--- config.mk ---
export PLATFORM = sky130hd
export DESIGN_NAME = pad_queue
export DESIGN_NICKNAME = d
export VERILOG_FILES = /design/src/design/pad_pkg.sv /design/src/design/pad_queue.sv
export SDC_FILE = /design/constraint.sdc
export NUM_CORES = 1
export LEC_CHECK = 0
export BUFFER_PORTS_ARGS = -buffer_cell sky130_fd_sc_hd__buf_2
export CAP_MARGIN = 20
export CORE_ASPECT_RATIO = 1.1
export CORE_UTILIZATION = 40
export DETAILED_ROUTE_END_ITERATION = 8
export GPL_TIMING_DRIVEN = 0
export PLACE_DENSITY = 0.67
export RECOVER_POWER = 100
export SYNTH_ARGS = -nofsm -noshare
export SYNTH_HDL_FRONTEND = slang
export SYNTH_SLANG_ARGS = --single-unit
export TNS_END_PERCENT = 10
--- constraint.sdc ---
create_clock -name clock -period 1.8 [get_ports clock]
set_input_delay 0.09 -clock clock [delete_from_list [all_inputs] [get_ports clock]]
set_output_delay 0.09 -clock clock [all_outputs]
set_load 0.005 [all_outputs]
--- src/design/pad_pkg.sv ---
package pad_pkg;

   localparam int ANGLE_FRAC   = 24;
   localparam int CORDIC_STEPS = 26;
   localparam int CORDIC_WIDTH = 64;
   localparam int Z_WIDTH      = 32;
   localparam int ANG_WIDTH    = 33;
   localparam int QUEUE_DEPTH  = 4;

   // angles in degrees with ANGLE_FRAC fractional bits
   localparam logic signed [Z_WIDTH-1:0] Z_DEG_90 = Z_WIDTH'(64'd90 << ANGLE_FRAC);
   localparam logic [ANG_WIDTH-1:0] DEG_90  = ANG_WIDTH'(64'd90 << ANGLE_FRAC);
   localparam logic [ANG_WIDTH-1:0] DEG_180 = ANG_WIDTH'(64'd180 << ANGLE_FRAC);
   localparam logic [ANG_WIDTH-1:0] DEG_270 = ANG_WIDTH'(64'd270 << ANGLE_FRAC);
   localparam logic [ANG_WIDTH-1:0] DEG_360 = ANG_WIDTH'(64'd360 << ANGLE_FRAC);

   typedef enum logic [2:0] {
      CLS_Q1,
      CLS_Q2,
      CLS_Q3,
      CLS_Q4,
      CLS_POS_Y,
      CLS_NEG_Y,
      CLS_ORIGIN
   } cls_type;

   typedef struct packed {
      logic full;
      logic empty;
   } q_stat_type;

   // atan(2^-step) in degrees, ANGLE_FRAC fractional bits
   function automatic logic [Z_WIDTH-1:0] atan_deg(input int step);
      case (step)
         0:  return 32'd754974720;
         1:  return 32'd445687602;
         2:  return 32'd235489088;
         3:  return 32'd119537938;
         4:  return 32'd60000934;
         5:  return 32'd30029717;
         6:  return 32'd15018523;
         7:  return 32'd7509720;
         8:  return 32'd3754917;
         9:  return 32'd1877466;
         10: return 32'd938734;
         11: return 32'd469367;
         12: return 32'd234684;
         13: return 32'd117342;
         14: return 32'd58671;
         15: return 32'd29335;
         16: return 32'd14668;
         17: return 32'd7334;
         18: return 32'd3667;
         19: return 32'd1833;
         20: return 32'd917;
         21: return 32'd458;
         22: return 32'd229;
         23: return 32'd115;
         24: return 32'd57;
         25: return 32'd29;
         default: return '0;
      endcase
   endfunction

endpackage

--- src/design/pad_queue.sv ---
module pad_queue #(
   parameter int WIDTH = 35
) (
   input  logic                clock,
   input  logic                reset,
   input  logic                push,
   input  logic [WIDTH-1:0]    push_data,
   input  logic                pop,
   output logic [WIDTH-1:0]    pop_data,
   output pad_pkg::q_stat_type stat
);
   import pad_pkg::*;

   localparam int PTR_W = $clog2(QUEUE_DEPTH);

   logic [WIDTH-1:0] slot_ff [QUEUE_DEPTH];
   logic [PTR_W-1:0] wr_ff;
   logic [PTR_W-1:0] rd_ff;
   logic [PTR_W:0]   count_ff;
   logic [PTR_W-1:0] wr_in;
   logic [PTR_W-1:0] rd_in;

   assign wr_in = (wr_ff == PTR_W'(QUEUE_DEPTH - 1)) ? '0 : wr_ff + PTR_W'(1);
   assign rd_in = (rd_ff == PTR_W'(QUEUE_DEPTH - 1)) ? '0 : rd_ff + PTR_W'(1);

   always_ff @(posedge clock) begin
      if (reset) begin
         wr_ff    <= '0;
         rd_ff    <= '0;
         count_ff <= '0;
      end else begin
         if (push) begin
            wr_ff <= wr_in;
         end
         if (pop) begin
            rd_ff <= rd_in;
         end
         if (push && !pop) begin
            count_ff <= count_ff + (PTR_W+1)'(1);
         end else if (pop && !push) begin
            count_ff <= count_ff - (PTR_W+1)'(1);
         end
      end
   end

   always_ff @(posedge clock) begin
      if (push) begin
         slot_ff[wr_ff] <= push_data;
      end
   end

   assign pop_data   = slot_ff[rd_ff];
   assign stat.full  = (count_ff == (PTR_W+1)'(QUEUE_DEPTH));
   assign stat.empty = (count_ff == '0);

endmodule

==> results of run 1 <==
timing repair:
item / in CTS / in global routing
gates resized for setup: 8 / 3
endpoints found under the hold margin: 149 / 0
setup endpoints to repair: 65 / 30
cloned: 0 / 1
buffers inserted: 1 / 1
hold buffers: 37 / 0
registers in the layout, indices dropped and copies added, names as in the netlist, named ones only:
signal / count
count_ff: 3
rd_ff: 2
wr_ff: 2
slot_ff: 140
path summary, 6_finish.rpt:
check / startpoint / endpoint / slack [ns] / cells past startpoint
hold reg to reg: count_ff[2] / count_ff[2] / 0.50 / 2
setup reg to reg: wr_ff[0] / slot_ff[0][33] / 0.11 / 4
hold / removal: push / wr_ff[1] / 0.03 / 3
setup / recovery: register / pop_data[33] / -0.02 / 4
metal layers:
layer	up-vias	wire length (um)
met4	0	159
li1	1227	-
met2	73	4800
met3	11	425
met1	1338	4110
met5	-	0
per-stage QoR:
step / cells / cell area, um2 / setup TNS, ns
floorplan: 227 / 5540 / 0
global placement: 486 / 6150 / -71.70
detailed placement: 489 / 6220 / -1.24
CTS: 559 / 7190 / -0.835
global route: 561 / 7150 / -1.83
finish: 561 / 7150 / -0.0218
cell families after synthesis:
group,Yosys count,synth area share (%)
flip-flops,149,79.1
multiplexers,39,15.3
AND/OR/NAND/NOR,15,1.40
buffers and inverters,12,1.92
adder cells (fa/ha/maj),7,1.72
AO/OA/AOI/OAI,3,0.271
XOR/XNOR,2,0.316
cell usage in the layout (no fill, tap or decap), types with 3 or more instances in the layout:
master         netlist  final
mux4_2              30     32
clkinv_2             0      6
clkbuf_1             0     40
inv_1                4      4
dlygate4sd3_1        0     37
edfxtp_1           140    140
buf_6                1      5
buf_2                3     35
nor2_1               7      7
buf_12               3      4
buf_4                0      5
and2_2               0      3
clkbuf_16            0     18
ha_1                 6      6
mux2i_1              4      4
dfxtp_1              9      8
mux4_1               5      3
worst max-delay path, stage by stage (launching register included):
cell     delay [ns]
dfxtp_2        0.34
buf_12         0.15
buf_12         0.15
mux4_2         0.52
buf_2          0.14
report_power, final:
part	leakage [nW]	switching (mW)	internal (mW)
Combinational	0.790	0.332	0.389
Clock	0.283	1.26	2.10
Sequential	1.36	0.0485	3.97
layout make-up:
class / count / area, um2
Inverter: 4 / 15.0
Multi-Input combinational cell: 66 / 1050
Fill cell: 1069 / 6230
Tap cell: 184 / 230
Clock buffer: 22 / 464
Buffer: 8 / 108
Clock inverter: 10 / 106
Timing Repair Buffer: 118 / 786
Sequential cell: 149 / 4390
==> flow_summary.toml, run 1 <==
[global_route]
grtUsageMet3_pct = 4.85
first_global_vias = 2796
grt_pass1_wl_um = 14800
grt_antenna_before_repair = 0
grt_max_degree = 36
grt_util_met2_pct = 23.3
groute.usage.overall_pct = 14.5
grt_busiest_layer = "met2"
grt_overflow = 0
grt_util_met1_pct = 17.8

[die]
die_h_um = 125
core_um2 = 13400
ios = 76
row_count = 44
dieWidth_um = 114
initial_utilization_pct = 41.4
die_area_um2 = 14300

[timing]
worst_slew_pin_slew_ns = 0.568
grt_setup_unrepaired = "true"
hold_viol = 0
final_max_slew_viol_count = 0
clock_skew_ns = 0.0117
setup_ws_ns = -0.0176
clock.fmax_mhz = 550
setup_viol_count_final = 2
relSlewSlack_pct = 62.1
period_needed_ns = 1.82
fin_crit_sh_pct = 101
whs_ns = 0.0286

[synthesis]
synth_enable_flop_cells = 140
yosys_register_bits = 149
ys.flop_type = "edfxtp_1"
ys_top_cells_by_area = "edfxtp_1, mux4_2, dfxtp_1"
yosysMostFrequentCell = "edfxtp_1"
synth_top_area_share_pct = 75.8
async_flop_share_pct = 0
synth_cell_types = 20
ys_top_cells_by_count = "edfxtp_1, mux4_2, dfxtp_1"
synthesis.nets = 273
ys_warn_count = 0
synth_seq_area_share_pct = 79.1
syn_area_um2 = 5540
syn_area_per_cell_um2 = 24.4
synth_cells = 227
yosysTopAreaCell = "edfxtp_1"

[finish]
drive_gt1_share_pct = 31.3
final_nets = 410
fin_util_pct = 53.4
area_delta_synth_final_pct = 28.9
n_antenna_cell = 0

[hold_path]
hold_path_class = "primary input to register"

[cts]
cts_tree = "built"
numCtsBuffers = 17
path_clk_slew_ns = 0.06
insertion_delay_ns = 0.42
h-tree-depth = 4
root_buffer = "clkbuf_16"
cts.sinks = 149
cts_buffer_depth = 2

[drt]
via_count = 2649
first_pass_iters = 4
antenna_left = 0
first_iter_violations = 116
wirelength_um = 9500
wire_per_inst_um = 16.9
viasPerCell = 4.72
drc = 0

[place]
gp_routability_congestion = 0.708
dp_slack_ns = -0.0382
numPortBuffers = 75
dp_hpwl_um = 5690

[critical_path]
crit_arrival_ns = 1.73
cp-end-kind = "primary output"
crit_fanout = 10
critPathRequiredTime_ns = 1.71
critPathKind = "register to primary output"
crit_path_start_kind = "register"

[job]
maxCapViolations = 0

[outcome]
violations = "negative setup slack"
run_status = "finished, violations left"

[pwr]
powerDensity_nw_per_um2 = 1130
power_leakage_nw = 2.43
power_mw = 8.09
peakVddDrop_uv = 776
(Power assumes the default switching activity.)
==> run 2: changes to the inputs <==
--- a/config.mk
+++ b/config.mk
@@ -7,7 +7,7 @@
 export LEC_CHECK = 0
 export BUFFER_PORTS_ARGS = -buffer_cell sky130_fd_sc_hd__buf_2
 export CAP_MARGIN = 20
-export CORE_ASPECT_RATIO = 1.1
+export CORE_ASPECT_RATIO = 1.25
 export CORE_UTILIZATION = 40
 export DETAILED_ROUTE_END_ITERATION = 8
 export GPL_TIMING_DRIVEN = 0
==> run 2 against run 1 <==
Compared with the run above: the run now ends clean; critical path depth unchanged; combinational power decreased by 3%; non-clock buffer count down 2; sequential power barely moved; worst setup slack better by 0.023 ns; flip-flop and latch count unchanged; clock skew is 0.0035 ns lower; clock power about the same; global-route usage fell by 0.22 points; critical path type unchanged; critical endpoint is now pop_data[2]; highest routed layer unchanged.
==> flow_summary.toml, run 2 (same netlist as run 1, synthesis figures left out) <==
[outcome]
run_status = "completed"

[timing]
setup_viol_count_final = 0
clock.fmax_mhz = 557
grt_setup_unrepaired = "true"
relSlewSlack_pct = 61.8
period_needed_ns = 1.79
clock_skew_ns = 0.00821
final_max_slew_viol_count = 0
fin_crit_sh_pct = 99.7
worst_slew_pin_slew_ns = 0.573
hold_viol = 0

[die]
core_um2 = 13400
die_h_um = 134
initial_utilization_pct = 41.3
row_count = 47
dieWidth_um = 107
die_area_um2 = 14300
ios = 76

[pwr]
power_leakage_nw = 2.42
peakVddDrop_uv = 608
power_switching_mw = 1.64
powerDensity_nw_per_um2 = 1130
switching_share_pct = 20.3
power_mw = 8.06
p_clk_share_pct = 41.5
p_seq_share_pct = 49.8
intPower_mw = 6.43
combPwrFrac_pct = 8.7

[drt]
viasPerCell = 4.88
antenna_left = 0
via_count = 2664
first_iter_violations = 49
wirelength_um = 9360
wire_per_inst_um = 17.1
first_pass_iters = 4
drc = 0

[finish]
largest_reg_flops = 140
final_nets = 408
n_antenna_cell = 0
area_delta_synth_final_pct = 28.2
layout_commonest_cell = "edfxtp_1"
reg_top3 = "slot_ff x140, count_ff x3"
layout_common_cells = "edfxtp_1, clkbuf_1, dlygate4sd3_1, buf_2, mux4_2"
largest-register = "slot_ff"
drive_gt1_share_pct = 29.6
final_area_um2 = 7110

[cts]
insertion_delay_ns = 0.40
cts.sinks = 149
h-tree-depth = 4
cts_tree = "built"
numCtsBuffers = 17
root_buffer = "clkbuf_16"
cts_buffer_depth = 2
path_clk_slew_ns = 0.06

[global_route]
groute.usage.overall_pct = 14.3
first_global_vias = 2958
grt_pass1_wl_um = 14800
grt_max_degree = 36
grt_antenna_before_repair = 0
grt_overflow = 0

[critical_path]
crit_arrival_ns = 1.70
critPathKind = "register to primary output"
crit_fanout = 10
critPathRequiredTime_ns = 1.71
crit_path_start_kind = "register"
cp-end-kind = "primary output"

[place]
dp_hpwl_um = 5690
numPortBuffers = 75
gp_routability_congestion = 0.670
placed_cell_area_um2 = 6200

[job]
maxCapViolations = 0

[hold_path]
hold_path_class = "primary input to register"
[run 2: cell types whose count changed in the layout (fill, tap and decap cells not counted), sizes merged]
cell,before,now
clkinvlp,1,0
inv,4,5
clkbuf,62,68
bufinv,2,0
buf,49,45
clkinv,7,5
[run 2: routing by layer]
layer	routed length (um)	track usage, %	up-vias
met4	93	6.16	0
met2	4920	24.4	57
met5	0	0	-
met3	370	3.96	6
met1	3980	17.0	1378
li1	-	-	1223
[run 2: cell type report]
| type | instances | area, um2 |
|---|---|---|
| Fill cell | 1095 | 6300 |
| Sequential cell | 149 | 4390 |
| Multi-Input combinational cell | 66 | 1050 |
| Timing Repair Buffer | 116 | 749 |
| Clock buffer | 26 | 543 |
| Tap cell | 171 | 214 |
| Buffer | 8 | 108 |
| Clock inverter | 6 | 38.8 |
| Inverter | 4 | 15.0 |
[run 2: power groups by stage]
| stage | combinational [mW] | sequential (mW) | clock, mW |
|---|---|---|---|
| floorplan | 0.369 | 4.07 | 0 |
| global placement | 0.630 | 4.08 | 0 |
| detailed placement | 0.670 | 4.09 | 0 |
| CTS | 0.748 | 4.02 | 3.42 |
| global route | 0.776 | 4.03 | 3.56 |
| finish | 0.701 | 4.01 | 3.35 |
[run 2: final timing paths]
check / start / end / slack [ns] / cells after the start
max: register / pop_data[2] / 0.005 / 4
min: push / wr_ff[1] / 0.05 / 3
max reg2reg: wr_ff[0] / slot_ff[2][8] / 0.12 / 4
min reg2reg: count_ff[2] / count_ff[2] / 0.52 / 2
[run 2: worst max-delay path, stage by stage, from the launching register on]
cell and delay [ns]:
dfxtp_2 0.34, buf_12 0.14, buf_12 0.15, mux4_2 0.51, buf_2 0.15
[run 2: through the flow]
stage | setup WS [ns] | utilization, % | TNS, ns | instances | hold slack, ns
2_1_floorplan | 0.00627 | - | 0 | 227 | 0.159
3_3_place_gp | -0.695 | 45.7 | -72.47 | 473 | 0.300
3_5_place_dp | -0.0318 | 46.3 | -0.992 | 476 | 0.307
4_1_cts | -0.0335 | 53.6 | -0.228 | 546 | 0.0386
5_1_grt | -0.0704 | 53.0 | -1.35 | 546 | 0.0540
6_report | 0.00531 | 53.0 | 0 | 546 | 0.0454
[run 2: repair_timing]
item / 4_1_cts / 5_1_grt
gates resized for setup: 8 / 4
hold buffers: 37 / 0
setup buffers: 1 / 0
endpoints found under the hold margin: 149 / 0
endpoints found under the setup margin: 65 / 32
==> run 3: changes to the inputs <==
--- a/config.mk
+++ b/config.mk
@@ -13,6 +13,7 @@
 export GPL_TIMING_DRIVEN = 0
 export PLACE_DENSITY = 0.67
 export RECOVER_POWER = 100
+export SETUP_SLACK_MARGIN = 0.02
 export SYNTH_ARGS = -nofsm -noshare
 export SYNTH_HDL_FRONTEND = slang
 export SYNTH_SLANG_ARGS = --single-unit
==> run 3 against run 2 <==
Compared with the run above: sequential share of layout area is 0.11 points lower; sequential power hardly changed; combinational power is 0.7% higher; critical path type unchanged; clock-buffer cell count did not move; via count decreased by 0.15%; global-route usage hardly changed; first-iteration DRC count rose by 31%; clock power about the same; final cell count did not move.
==> flow_summary.toml, run 3 (same netlist as run 1, synthesis figures left out) <==
[cts]
cts_tree = "built"
numCtsBuffers = 17
path_clk_slew_ns = 0.06
cts.sinks = 149
cts_buffer_depth = 2
insertion_delay_ns = 0.40
h-tree-depth = 4
root_buffer = "clkbuf_16"

[finish]
drive_gt1_share_pct = 29.9
largest_reg_flops = 140
layout_commonest_cell = "edfxtp_1"
reg_top3 = "slot_ff x140, count_ff x3"
stdcell_count = 546
layout_common_cells = "edfxtp_1, clkbuf_1, dlygate4sd3_1, buf_2, mux4_2"
area_delta_synth_final_pct = 28.5
largest-register = "slot_ff"
n_antenna_cell = 0
final_nets = 408

[critical_path]
cp-end-kind = "primary output"
crit_path_start_kind = "register"
crit_slowest_cell = "mux4_2"
cpPeakStageDelay_ns = 0.51
critPathRequiredTime_ns = 1.71
crit_fanout = 10
crit_top_cell = "buf_12"
crit_path_cell_trace = "buf_12 > buf_12 > mux4_2 > buf_2"
critPathKind = "register to primary output"
crit_arrival_ns = 1.70

[timing]
clock_skew_ns = 0.00807
worst_slew_pin_slew_ns = 0.576
setup_viol_count_final = 0
final_max_slew_viol_count = 0
grt_setup_unrepaired = "true"
fin_crit_sh_pct = 99.5
setup_ws_ns = 0.00876
final.setup.tns_ns = 0
relSlewSlack_pct = 61.6
period_needed_ns = 1.79
clock.fmax_mhz = 558
hold_viol = 0

[global_route]
grt_max_degree = 36
grt_pass1_wl_um = 14800
groute.usage.overall_pct = 14.3
grt_overflow = 0
first_global_vias = 2958
grt_antenna_before_repair = 0

[hold_path]
hold_path_class = "primary input to register"

[pwr]
powerDensity_nw_per_um2 = 1130
power_leakage_nw = 2.42
peakVddDrop_uv = 608

[drt]
drt-met1-wl_um = 3940
antenna_left = 0
drc = 0
first_pass_iters = 4
met2_length_um = 4930
wire_per_inst_um = 17.1
first_iter_violations = 64
viasPerCell = 4.87
wirelength_um = 9350
highest_layer = "met4"
wl_met3_um = 383
via_count = 2660

[die]
initial_utilization_pct = 41.3
row_count = 47
core_um2 = 13400
ios = 76
die_h_um = 134
die_area_um2 = 14300
dieWidth_um = 107

[place]
dp_hpwl_um = 5690
dp_slack_ns = -0.0318
numPortBuffers = 75
gp_routability_congestion = 0.670
dp_cells = 476

[outcome]
run_status = "completed"

[job]
maxCapViolations = 0
==> run 3: changes by cell type in the layout (fill, tap and decap cells not counted) <==
cell	delta
ha_4	+1
clkbuf_2	-1
ha_1	-1
buf_2	+1
==> run 3: path summary, 6_finish.rpt <==
path / startpoint / slack, ns / endpoint / depth (start not counted)
max: register / 0.009 / pop_data[2] / 4
min: push / 0.07 / wr_ff[1] / 3
max reg2reg: wr_ff[0] / 0.12 / slot_ff[2][8] / 4
min reg2reg: count_ff[2] / 0.52 / count_ff[2] / 2
==> run 3: metrics by stage <==
stage	area (um2)	utilization (%)	hold slack (ns)	total power, mW
detailed placement	6200	46.3	0.307	4.76
global placement	6130	45.7	0.300	4.71
finish	7120	53.1	0.0725	8.07
floorplan	5540	-	0.159	4.44
global route	7120	53.1	0.0834	8.37
CTS	7190	53.6	0.0386	8.19
==> run 3: metal layers <==
layer / global-route usage [%] / vias to the layer above
li1: - / 1223
met1: 17.0 / 1370
met2: 24.4 / 61
met3: 3.96 / 6
met4: 6.16 / 0
met5: 0 / -
==> run 3: repair_timing <==
item                                    4_1_cts  5_1_grt
endpoints found under the setup margin       65       32
cloned                                        0        0
resized for setup                             9        5
hold buffers                                 37        0
buffers inserted                              1        0
hold endpoints to repair                    149        0
==> run 3: report_power, final <==
part           internal, mW  switching [mW]  leakage [nW]
Combinational         0.379           0.327         0.768
Clock                  2.08            1.27         0.290
Sequential             3.96          0.0487          1.36
Total                  6.43            1.64          2.42
==> run 3: layout make-up <==
type,count,area [um2]
fill,1093,6290
sequential,149,4390
multi-input combinational,66,1070
timing repair buffer,116,749
clock buffer,26,543
tap,171,214
buffer,8,108
clock inverter,6,38.8
inverter,4,15.0
==> run 3: critical path: cells and delay by family, from the launching register on <==
kind     cells  cell delay (ns)
buf+inv      3             0.44
flops        1             0.34
mux          1             0.51
