$ cat config.mk
export PLATFORM = sky130hd
export DESIGN_NAME = pad_front_flat
export DESIGN_NICKNAME = d
export VERILOG_FILES = /design/src/design/pad_pkg.sv /design/src/design/pad_req_if.sv /design/src/design/pad_front.sv /design/src/flat_wrapper.sv
export SDC_FILE = /design/constraint.sdc
export NUM_CORES = 1
export LEC_CHECK = 0
export BUFFER_PORTS_ARGS = -buffer_cell sky130_fd_sc_hd__buf_2
export CORE_MARGIN = 2
export CORE_UTILIZATION = 40
export DETAILED_ROUTE_END_ITERATION = 7
export GPL_ROUTABILITY_DRIVEN = 0
export PLACE_DENSITY = 0.81
export SLEW_MARGIN = 20
export SYNTH_ARGS = -nofsm -noshare
export SYNTH_HDL_FRONTEND = slang
export SYNTH_SLANG_ARGS = --single-unit
$ cat constraint.sdc
create_clock -name clock -period 2.9 [get_ports clock]
set_input_delay 0.145 -clock clock [delete_from_list [all_inputs] [get_ports clock]]
set_output_delay 0.145 -clock clock [all_outputs]
set_load 0.05 [all_outputs]
$ cat src/design/pad_pkg.sv
package pad_pkg;

   localparam int ANGLE_FRAC   = 24;
   localparam int CORDIC_STEPS = 26;
   localparam int CORDIC_WIDTH = 64;
   localparam int Z_WIDTH      = 32;
   localparam int ANG_WIDTH    = 33;
   localparam int QUEUE_DEPTH  = 4;

   // angles in degrees with ANGLE_FRAC fractional bits
   localparam logic signed [Z_WIDTH-1:0] Z_DEG_90 = Z_WIDTH'(64'd90 << ANGLE_FRAC);
   localparam logic [ANG_WIDTH-1:0] DEG_90  = ANG_WIDTH'(64'd90 << ANGLE_FRAC);
   localparam logic [ANG_WIDTH-1:0] DEG_180 = ANG_WIDTH'(64'd180 << ANGLE_FRAC);
   localparam logic [ANG_WIDTH-1:0] DEG_270 = ANG_WIDTH'(64'd270 << ANGLE_FRAC);
   localparam logic [ANG_WIDTH-1:0] DEG_360 = ANG_WIDTH'(64'd360 << ANGLE_FRAC);

   typedef enum logic [2:0] {
      CLS_Q1,
      CLS_Q2,
      CLS_Q3,
      CLS_Q4,
      CLS_POS_Y,
      CLS_NEG_Y,
      CLS_ORIGIN
   } cls_type;

   typedef struct packed {
      logic full;
      logic empty;
   } q_stat_type;

   // atan(2^-step) in degrees, ANGLE_FRAC fractional bits
   function automatic logic [Z_WIDTH-1:0] atan_deg(input int step);
      case (step)
         0:  return 32'd754974720;
         1:  return 32'd445687602;
         2:  return 32'd235489088;
         3:  return 32'd119537938;
         4:  return 32'd60000934;
         5:  return 32'd30029717;
         6:  return 32'd15018523;
         7:  return 32'd7509720;
         8:  return 32'd3754917;
         9:  return 32'd1877466;
         10: return 32'd938734;
         11: return 32'd469367;
         12: return 32'd234684;
         13: return 32'd117342;
         14: return 32'd58671;
         15: return 32'd29335;
         16: return 32'd14668;
         17: return 32'd7334;
         18: return 32'd3667;
         19: return 32'd1833;
         20: return 32'd917;
         21: return 32'd458;
         22: return 32'd229;
         23: return 32'd115;
         24: return 32'd57;
         25: return 32'd29;
         default: return '0;
      endcase
   endfunction

endpackage

$ cat src/design/pad_req_if.sv
interface pad_req_if #(parameter int COORD_WIDTH = 16);
   logic                          valid;
   logic                          ready;
   logic signed [COORD_WIDTH-1:0] x_coord;
   logic signed [COORD_WIDTH-1:0] y_coord;

   modport source (output valid, output x_coord, output y_coord, input ready);
   modport sink (input valid, input x_coord, input y_coord, output ready);
endinterface

$ cat src/design/pad_front.sv
module pad_front #(
   parameter int COORD_WIDTH = 16,
   parameter int ENTRY_WIDTH = 35
) (
   input  logic                   clock,
   input  logic                   reset,
   pad_req_if.sink                req_chan,
   input  pad_pkg::q_stat_type    q_stat,
   output logic                   q_push,
   output logic [ENTRY_WIDTH-1:0] q_push_data
);
   import pad_pkg::*;

   logic signed [COORD_WIDTH-1:0] x;
   logic signed [COORD_WIDTH-1:0] y;
   logic [COORD_WIDTH-1:0]        ax;
   logic [COORD_WIDTH-1:0]        ay;
   cls_type                       cls;
   logic                          x_zero;
   logic                          y_zero;
   logic                          x_neg;
   logic                          y_neg;
   logic                          reset_seen_ff;

   // hold off requests during reset
   always_ff @(posedge clock) begin
      if (reset) begin
         reset_seen_ff <= 1'b0;
      end else begin
         reset_seen_ff <= 1'b1;
      end
   end

   assign x = req_chan.x_coord;
   assign y = req_chan.y_coord;
   assign x_zero = (x == '0);
   assign y_zero = (y == '0);
   assign x_neg  = x[COORD_WIDTH-1];
   assign y_neg  = y[COORD_WIDTH-1];

   // magnitude of the most negative value still fits unsigned
   assign ax = x_neg ? (~$unsigned(x) + COORD_WIDTH'(1)) : $unsigned(x);
   assign ay = y_neg ? (~$unsigned(y) + COORD_WIDTH'(1)) : $unsigned(y);

   always_comb begin
      if (x_zero) begin
         if (y_zero) begin
            cls = CLS_ORIGIN;
         end else if (y_neg) begin
            cls = CLS_NEG_Y;
         end else begin
            cls = CLS_POS_Y;
         end
      end else if (!x_neg && !y_neg) begin
         cls = CLS_Q1;
      end else if (x_neg && !y_neg) begin
         cls = CLS_Q2;
      end else if (x_neg) begin
         cls = CLS_Q3;
      end else begin
         cls = CLS_Q4;
      end
   end

   assign req_chan.ready = reset_seen_ff && !q_stat.full;
   assign q_push         = req_chan.valid && req_chan.ready;
   assign q_push_data    = {cls, ax, ay};

endmodule

$ cat src/flat_wrapper.sv
// flat-port wrapper written by rule: the top's interface ports become plain ports
module pad_front_flat import pad_pkg::*;
#(
   parameter int COORD_WIDTH = 16,
   parameter int ENTRY_WIDTH = 35
)
  (clock, reset, q_stat, q_push, q_push_data, req_chan_valid, req_chan_x_coord, req_chan_y_coord, req_chan_ready);
  pad_req_if #(.COORD_WIDTH(COORD_WIDTH)) req_chan_i ();
  input  logic clock;
  input  logic reset;
  input  pad_pkg::q_stat_type q_stat;
  output logic q_push;
  output logic [ENTRY_WIDTH-1:0] q_push_data;
  input wire logic [$bits(req_chan_i.valid)-1:0] req_chan_valid;
  input wire logic [$bits(req_chan_i.x_coord)-1:0] req_chan_x_coord;
  input wire logic [$bits(req_chan_i.y_coord)-1:0] req_chan_y_coord;
  output wire logic [$bits(req_chan_i.ready)-1:0] req_chan_ready;
  assign req_chan_i.valid = req_chan_valid;
  assign req_chan_i.x_coord = req_chan_x_coord;
  assign req_chan_i.y_coord = req_chan_y_coord;
  assign req_chan_ready = req_chan_i.ready;
  pad_front #(.COORD_WIDTH(COORD_WIDTH), .ENTRY_WIDTH(ENTRY_WIDTH)) u_core (.clock(clock), .reset(reset), .req_chan(req_chan_i), .q_stat(q_stat), .q_push(q_push), .q_push_data(q_push_data));
endmodule
==> metrics.md, run 1 <==
| Metric | Value |
|---|---|
| Worst-margin pin slew | between 0.3 and 0.4 ns |
| Leakage Power | 0.519 nW |
| Post-CTS Hold Buffers | 0 |
| F_max | between 400 and 500 MHz |
| Critical Path AT | between 2 and 2.5 ns |
| Leading cell type by number of instances after synthesis | xnor2_1 |
| Largest Register | u_core.reset_seen_ff |
| Nets | between 200 and 250 |
| Fin Setup TNS | 0 ns |
| Detail Route Antenna Nets | 0 |
| Final worst-path cycle share | between 70 and 80% |
| Most common library cells after synthesis | xnor2_1, clkbuf_1, o31ai_1, o41ai_1, or4_1 |
| WL/cell | between 10 and 15 µm |
| GRT overflow | 0 |
| Post-synthesis sequential area ratio | 2.45% |
| Worst Hold Class | in -> reg |
| P_int | about 0.11 mW |
| Clk pin slew, worst setup/hold paths | 0 ns |
| Syn_nets | between 150 and 200 |
| First-pass GRT wire length | approximately 3800 µm |
| DRT Pass-1 Iters | 4 |
| Routed vias | approximately 1000 |
| Number of global-route vias before repair | approximately 940 |
| CP Data Required Time | 2.76 ns |
| Chip height | just under 50 µm |
| Post-Place Cells | 197 |
| Slew Limit Fails | 0 |
| RSZ-0062 raised after global routing | false |
| Core ar. | around 2000 µm² |
| Synth warn | 0 |
| Sw frac | between 60% and 70% |
| Outcome | complete, no violations |
| DIE WIDTH | 49.2 µm |
| FF+latch count, synth | 1 |
| Worst setup EP type | output port |
| Max reg flops | 1 |
| Synth area leader | xnor2_1 |
| DIE AREA | approximately 2400 µm² |
| Max transition margin | 74.7% |
| Initial core utilization | a little over two fifths |
| Area Overhead vs Synth | 40.7% |
| Non-Filler Instances | a little under 200 |
| Post-Syn Area | between 800 and 900 µm² |
| Synth Flop Type | dfxtp_1 |
| Clock network power share | 0% |
| Pwr/cell area | between 300 and 400 nW/µm² |
| Final setup vio count | 0 |
| Mean post-synth cell area | roughly 7.4 µm² |
| I/O pin total | 74 |
| Filler cells | 180 |
| Cells after Synth | between 100 and 150 |
| Largest net degree at the start of global routing | 20 |
| EDFF count, synth | 0 |
| Fin crit period | about 2.2 ns |
| Initial antenna violation count | 0 |
| Post-CTS setup buffer count | 0 |
| Total wire length | roughly 2200 µm |
| Num rows | 16 |
| Synth top area share | between 20% and 30% |
| Top cells by area, synth | xnor2_1, o41ai_1, o31ai_1, or4_1, ha_1 |
| Comb power frac | a little over nine tenths |
| VDD IR max | between 150 and 200 µV |
| Asr flop ratio synth | 0% |
| NetSw | about 0.24 mW |
| Resized Gates After CTS | 0 |
| Critical path startpoint category | primary input |
| Total Routing Usage GR | between 10% and 20% |
| Residual DRC | 0 |
| Worst setup path class | in -> out |
| Worst-path maximum fanout | 7 |
| Flop pwr share | 4.3% |
| Input/output buffers | 72 |
| Final HPWL DP | 1870 µm |
| ANT cells | 0 |
| Top flop regs | u_core.reset_seen_ff: 1 flops |
| Via density | between 5 and 6 |
| MaxCap Viol Count | 0 |
| Synth unique cells | 27 |
| Initial drt markers | 5 |
| Share of cells above drive strength 1 | a little under half |
| Hold Vio Cnt, Final | 0 |
## cell type report
type | instances | area [µm²] | area share (%)
flip-flops and latches | 1 | 20.0 | 1.74
multi-input cells | 90 | 709 | 61.7
repair buffers | 72 | 360 | 31.3
inverters | 7 | 26.3 | 2.29
well taps | 27 | 33.8 | 2.94
## power by group through the flow
| stage | clock network (mW) | logic (mW) | registers (mW) |
|---|---|---|---|
| floorplan | 0 | 0.250 | 0.0149 |
| global placement | 0 | 0.331 | 0.0149 |
| detailed placement | 0 | 0.335 | 0.0149 |
| CTS | 0 | 0.336 | 0.0150 |
| global route | 0 | 0.354 | 0.0151 |
| finish | 0 | 0.334 | 0.0149 |
## critical path, stage by stage
cell    delay [ns]
buf_2         0.11
or4_1         0.66
or4_4         0.58
mux2_1        0.32
buf_2         0.21
## final timing paths
kind           startpoint                   end  slack (ns)  cells past startpoint
min                 reset  u_core.reset_seen_ff        0.30                      2
max   req_chan_x_coord[9]       q_push_data[33]        0.73                      5
## cells in the final DEF (no fill, tap or decap)
cell type / n
or3b_2: 1
nor2b_1: 1
nor2_1: 1
o41ai_1: 9
or4b_1: 1
o21ai_0: 6
or4_2: 1
or3_2: 1
xnor2_1: 26
nand2b_1: 3
mux2_4: 1
dfxtp_1: 1
ha_1: 4
buf_2: 72
or4_4: 2
inv_1: 7
o31ai_1: 9
nand2_1: 4
or2_2: 2
mux2_1: 1
or3_1: 4
nor3_1: 1
or4_1: 8
nor4_1: 3
and2_1: 1
## stage by stage
step	util (%)	worst slack, ns	instance area, µm²	hold slack [ns]	power [mW]
3_5_place_dp	59.2	0.719	1150	0.297	0.350
6_report	59.2	0.725	1150	0.296	0.349
2_1_floorplan	-	0.336	817	0.202	0.265
4_1_cts	59.2	0.720	1150	0.297	0.351
3_3_place_gp	59.2	0.763	1150	0.294	0.346
5_1_grt	59.2	0.656	1150	0.310	0.369
## per-layer routing
layer	GRT usage [%]	share of wire [%]	vias up
li1	-	-	529
met1	21.0	39	456
met2	35.6	50	55
met3	1.23	9.6	6
met4	2.38	1.7	0
met5	0	0	-
## logic make-up (layout without fill, tap and decap cells)
kind of cell,Yosys count,in the layout,synth area share (%)
simple gates,34,34,28.0
xor+xnor,26,26,27.9
mux,2,2,3.22
compound gates,24,24,21.6
fa+ha+maj,4,4,6.13
flops,1,1,2.45
buf+inv,20,79,10.7
Power figures use the tool's default switching activity.
==> run 2, diff against run 1 <==
Settings changed: CORE_UTILIZATION 40 to 34, PLACE_DENSITY 0.81 to 0.73.
Clock period 2.9 ns to 1.9 ns, I/O delays scaled along.
==> metrics.md, run 2 (same netlist as run 1, synthesis figures left out) <==
| Metric | Value |
|---|---|
| Filler cells | approximately 190 |
| Critical Path AT | approximately 1.8 ns |
| Multi-input logic area | 805 µm² |
| Clk pin slew, worst setup/hold paths | 0 ns |
| Fin crit period | 1.92 ns |
| Sw frac | 65.9% |
| WL/cell | around 13 µm |
| P_int | around 0.2 mW |
| Clock network power share | 0% |
| MaxCap Viol Count | 0 |
| Max transition margin | between 70% and 80% |
| Slowest cell delay on critical path | between 0.5 and 0.6 ns |
| Final setup vio count | 2 |
| Comb power frac | between 90 and 100% |
| DIE AREA | between 2000 and 3000 µm² |
| Final HPWL DP | around 2200 µm |
| Most frequent cells in the layout | buf_2, xnor2_1, buf_4 |
| CP Data Required Time | roughly 1.8 ns |
| DIE WIDTH | 53.0 µm |
| Leakage Power | approximately 0.65 nW |
| Routed vias | approximately 1100 |
| Num rows | 17 |
| Final worst-path cycle share | 101% |
| Post-Place Cells | between 200 and 250 |
| Detail Route Antenna Nets | 0 |
| First-pass GRT wire length | approximately 4300 µm |
| Most frequent CP cell | or4_4 |
| I/O pin total | 74 |
| Worst-margin pin slew | ~0.4 ns |
| Top flop regs | u_core.reset_seen_ff: 1 flops |
| RSZ-0062 raised after global routing | true |
| VDD IR max | about 270 µV |
| Final instance area | about 1400 µm² |
| Nets | 231 |
| Total wire length | between 2000 and 3000 µm |
| Hold Vio Cnt, Final | 0 |
| Largest net degree at the start of global routing | 19 |
| Worst setup EP type | output port |
| Core ar. | 2230 µm² |
| Worst Min Path Start | reset |
| Placed Area | 1290 µm² |
| NetSw | 0.395 mW |
| Share of cells above drive strength 1 | around three fifths |
| Sequential cell area | approximately 20 µm² |
| Critical path startpoint category | primary input |
| Pwr/cell area | about 420 nW/µm² |
| Initial antenna violation count | 0 |
| PnR worst setup slack | -0.0174 ns |
| Max reg flops | 1 |
| Area Overhead vs Synth | 75.5% |
| Worst-path maximum fanout | 5 |
| CP Cell Sequence | buf_2, or4_4, or4_4, mux2_4, buf_8 |
| Flop pwr share | 3.8% |
| Finished Core Util | between 60% and 70% |
| Chip height | between 50 and 60 µm |
| DRT Pass-1 Iters | 4 |
| Input/output buffers | a little over 70 |
| Non-Filler Instances | roughly 220 |
| Via density | a little over 5 |
| Slowest stage cell on the critical path | or4_4 |
| Total Routing Usage GR | between 10% and 20% |
| Hold depth | 2 |
| ANT cells | 0 |
| Outcome | complete, but fails checks |
| Worst setup path class | in -> out |
| Slew Limit Fails | 0 |
| Worst Hold Class | in -> reg |
| Hold worst-path end | u_core.reset_seen_ff |
| Initial core utilization | a little over a third |
| Number of global-route vias before repair | between 1000 and 1500 |
| Violated checks | setup timing |
| Most common cell after layout, fill and taps aside | buf_2 |
| Residual DRC | 0 |
| F_max | ~520 MHz |
| GRT overflow | 0 |
| Initial drt markers | 12 |
| Largest Register | u_core.reset_seen_ff |
==> run 2: changes by cell type in the layout (fill, tap and decap cells not counted), moves of 2 or more <==
| cell | before | now |
|---|---|---|
| buf_2 | 72 | 61 |
| nor4_2 | 0 | 2 |
| o41ai_1 | 9 | 3 |
| nor4_1 | 3 | 1 |
| inv_1 | 7 | 5 |
| or4_1 | 8 | 6 |
| clkbuf_4 | 0 | 5 |
| or4_4 | 2 | 4 |
| buf_6 | 0 | 2 |
| o41ai_2 | 0 | 6 |
| buf_8 | 0 | 2 |
| buf_4 | 0 | 20 |
==> run 2: through the flow <==
step	setup TNS, ns	setup slack, ns	power (mW)	hold WS (ns)
3_3_place_gp	-0.269	-0.105	0.554	0.242
5_1_grt	-0.136	-0.0519	0.631	0.265
6_report	-0.0305	-0.0174	0.599	0.248
2_1_floorplan	-0.153	-0.153	0.405	0.152
3_5_place_dp	-0.442	-0.148	0.561	0.249
4_1_cts	0	0.000385	0.571	0.248
==> run 2: timing repair <==
action | CTS | global route
gates resized for setup | 8 | 25
setup endpoints to repair | 4 | 14
setup buffers | 0 | 1
pin swaps | 1 | 2
gates cloned | 0 | 0
hold buffers | 0 | 0
==> run 2: critical path: cells and delay by family <==
kind	cells	cell delay [ns]
simple gates	2	1.13
mux	1	0.32
buf+inv	2	0.27
==> run 2: power by group through the flow <==
stage | Combinational (mW) | Sequential [mW] | Clock (mW)
finish | 0.577 | 0.0228 | 0
global route | 0.608 | 0.0229 | 0
CTS | 0.548 | 0.0228 | 0
detailed placement | 0.538 | 0.0228 | 0
global placement | 0.531 | 0.0227 | 0
floorplan | 0.382 | 0.0227 | 0
==> run 2: worst max-delay path by stage <==
stage                     slack (ns)  depth (start not counted)                start              end
final                          -0.02                          5  req_chan_x_coord[9]  q_push_data[32]
after global routing           -0.05                          7  req_chan_x_coord[1]  q_push_data[32]
after CTS                     0.0004                          6  req_chan_y_coord[7]   q_push_data[9]
after detailed placement       -0.15                          7  req_chan_x_coord[1]  q_push_data[33]
after global placement         -0.10                          7  req_chan_x_coord[1]  q_push_data[33]
after floorplan                -0.15                          4  req_chan_x_coord[6]  q_push_data[31]
==> run 2: metal layers <==
layer	up-vias	wire length (µm)	global-route usage, %
li1	561	-	-
met1	504	1100	20.9
met2	54	1480	41.7
met3	0	215	0.847
met4	0	0	0
met5	-	0	0
==> run 2: cell type report <==
type,count,share of cell area (%)
repair buffers,90,38.0
inverters,7,2.01
multi-input cells,90,56.1
flip-flops and latches,1,1.40
well taps,28,2.44
==> run 3, diff against run 2 <==
Settings changed: SETUP_SLACK_MARGIN set to 0.02.
==> metrics.md, run 3 (same netlist as run 1, synthesis figures left out) <==
| Metric | Value |
|---|---|
| Worst-margin pin slew | 0.352 ns |
| Total Routing Usage GR | around 18% |
| Nets | around 230 |
| Slowest cell delay on critical path | roughly 0.52 ns |
| WL/cell | 12.7 µm |
| CP Data Required Time | roughly 1.8 ns |
| Worst setup path class | in -> out |
| RSZ-0062 raised after global routing | true |
| GRT overflow | 0 |
| Initial antenna violation count | 0 |
| Number of global-route vias before repair | 937 |
| Worst setup EP type | output port |
| Most frequent CP cell | buf_8 |
| Worst slack, placed | -0.199 ns |
| Via density | between 5 and 6 |
| Max reg flops | 1 |
| Pwr/cell area | a little over 400 nW/µm² |
| CP Cell Sequence | buf_8, inv_6, ha_4, or4b_4, or4_4, mux2_4, buf_8 |
| Fin Setup TNS | -0.00643 ns |
| Max transition margin | about three quarters |
| Worst-path maximum fanout | 2 |
| Outcome | complete, but fails checks |
| DIE WIDTH | between 50 and 60 µm |
| CP bufs+invs | 3 |
| VDD IR max | about 270 µV |
| Most frequent cells in the layout | buf_2, xnor2_1, buf_4 |
| GRT met1 Usage | between 20% and 30% |
| Hold Vio Cnt, Final | 0 |
| Violated checks | setup timing |
| Initial core utilization | a little over a third |
| Most common cell after layout, fill and taps aside | buf_2 |
| Clk pin slew, worst setup/hold paths | 0 ns |
| Core ar. | ~2200 µm² |
| Detail Route Antenna Nets | 0 |
| Final HPWL DP | 2100 µm |
| Critical path startpoint category | primary input |
| Residual DRC | 0 |
| Chip height | around 53 µm |
| Worst Min Path Start | reset |
| Post-CTS Hold Buffers | 0 |
| Critical Path AT | about 1.8 ns |
| Num rows | 17 |
| F_max | 525 MHz |
| GR peak layer | met2 |
| Non-Filler Instances | roughly 220 |
| Top flop regs | u_core.reset_seen_ff: 1 flops |
| Met2 Use GR | between 30% and 40% |
| DIE AREA | between 2000 and 3000 µm² |
| Worst Hold Class | in -> reg |
| Input/output buffers | 72 |
| Area Overhead vs Synth | 82.7% |
| Largest Register | u_core.reset_seen_ff |
| ANT cells | 0 |
| Final setup vio count | 2 |
| M3 GR Usage | less than 1% |
| Initial drt markers | 8 |
| Slew Limit Fails | 0 |
| I/O pin total | between 70 and 80 |
| Post-Place Cells | roughly 210 |
| Slowest stage cell on the critical path | or4_4 |
| Hold depth | 2 |
| Largest net degree at the start of global routing | 19 |
| Routed vias | roughly 1100 |
| Final worst-path cycle share | 100% |
| Total wire length | around 2700 µm |
| Finished Core Util | between 60 and 70% |
| Share of cells above drive strength 1 | a little over three fifths |
| First-pass GRT wire length | between 3000 and 4000 µm |
| DRT Pass-1 Iters | 4 |
| Pwr Total | 0.611 mW |
| MaxCap Viol Count | 0 |
| Leakage Power | approximately 0.68 nW |
| PnR worst setup slack | -0.00411 ns |
| CP top delay family | simple AND/OR/NAND/NOR gates |
| Fin crit period | ~1.9 ns |
| Hold worst-path end | u_core.reset_seen_ff |
-- run 3: cell count changes in the layout (fill, tap and decap cells not counted), moves of 2 or more --
cell / change
o41ai_1: -2
clkbuf_4: -4
buf_2: -2
buf_4: +5
o41ai_2: +2
-- run 3: metrics by stage --
step	cell area [µm²]	hold slack (ns)
global route	1490	0.259
detailed placement	1290	0.249
finish	1490	0.247
floorplan	848	0.152
CTS	1390	0.249
global placement	1290	0.242
-- run 3: where the power goes --
group	switching, mW	internal (mW)	total, mW	leakage (nW)
Combinational	0.399	0.189	0.588	0.672
Sequential	0.000192	0.0226	0.0228	0.00844
Clock	0	0	0	0
-- run 3: how the worst max path moves through the flow --
stage,to,depth (start not counted),from,slack (ns)
2_1_floorplan,q_push_data[31],4,req_chan_x_coord[6],0.01
3_3_place_gp,q_push_data[32],7,req_chan_x_coord[1],-0.14
3_5_place_dp,q_push_data[32],7,req_chan_x_coord[0],-0.20
4_1_cts,q_push_data[32],7,req_chan_x_coord[1],0.0009
5_1_grt,q_push_data[33],7,req_chan_x_coord[1],-0.04
6_report,q_push_data[33],7,req_chan_x_coord[1],-0.004
-- run 3: per-layer routing --
layer / vias to the layer above / share of wire, %
met1: 522 / 42
met3: 0 / 6.8
li1: 569 / -
met5: - / 0
met4: 0 / 0
met2: 49 / 52
-- run 3: what timing repair did --
item,CTS,global route
cloned,0,0
resized for setup,22,21
buffers inserted,2,1
endpoints found under the setup margin,10,16
pin swaps,2,0
-- run 3: layout make-up --
| class | count | area [µm²] |
|---|---|---|
| fillers | 179 | 741 |
| inverters | 7 | 33.8 |
| multi-input cells | 90 | 846 |
| flip-flops and latches | 1 | 20.0 |
| well taps | 28 | 35.0 |
| repair buffers | 90 | 558 |
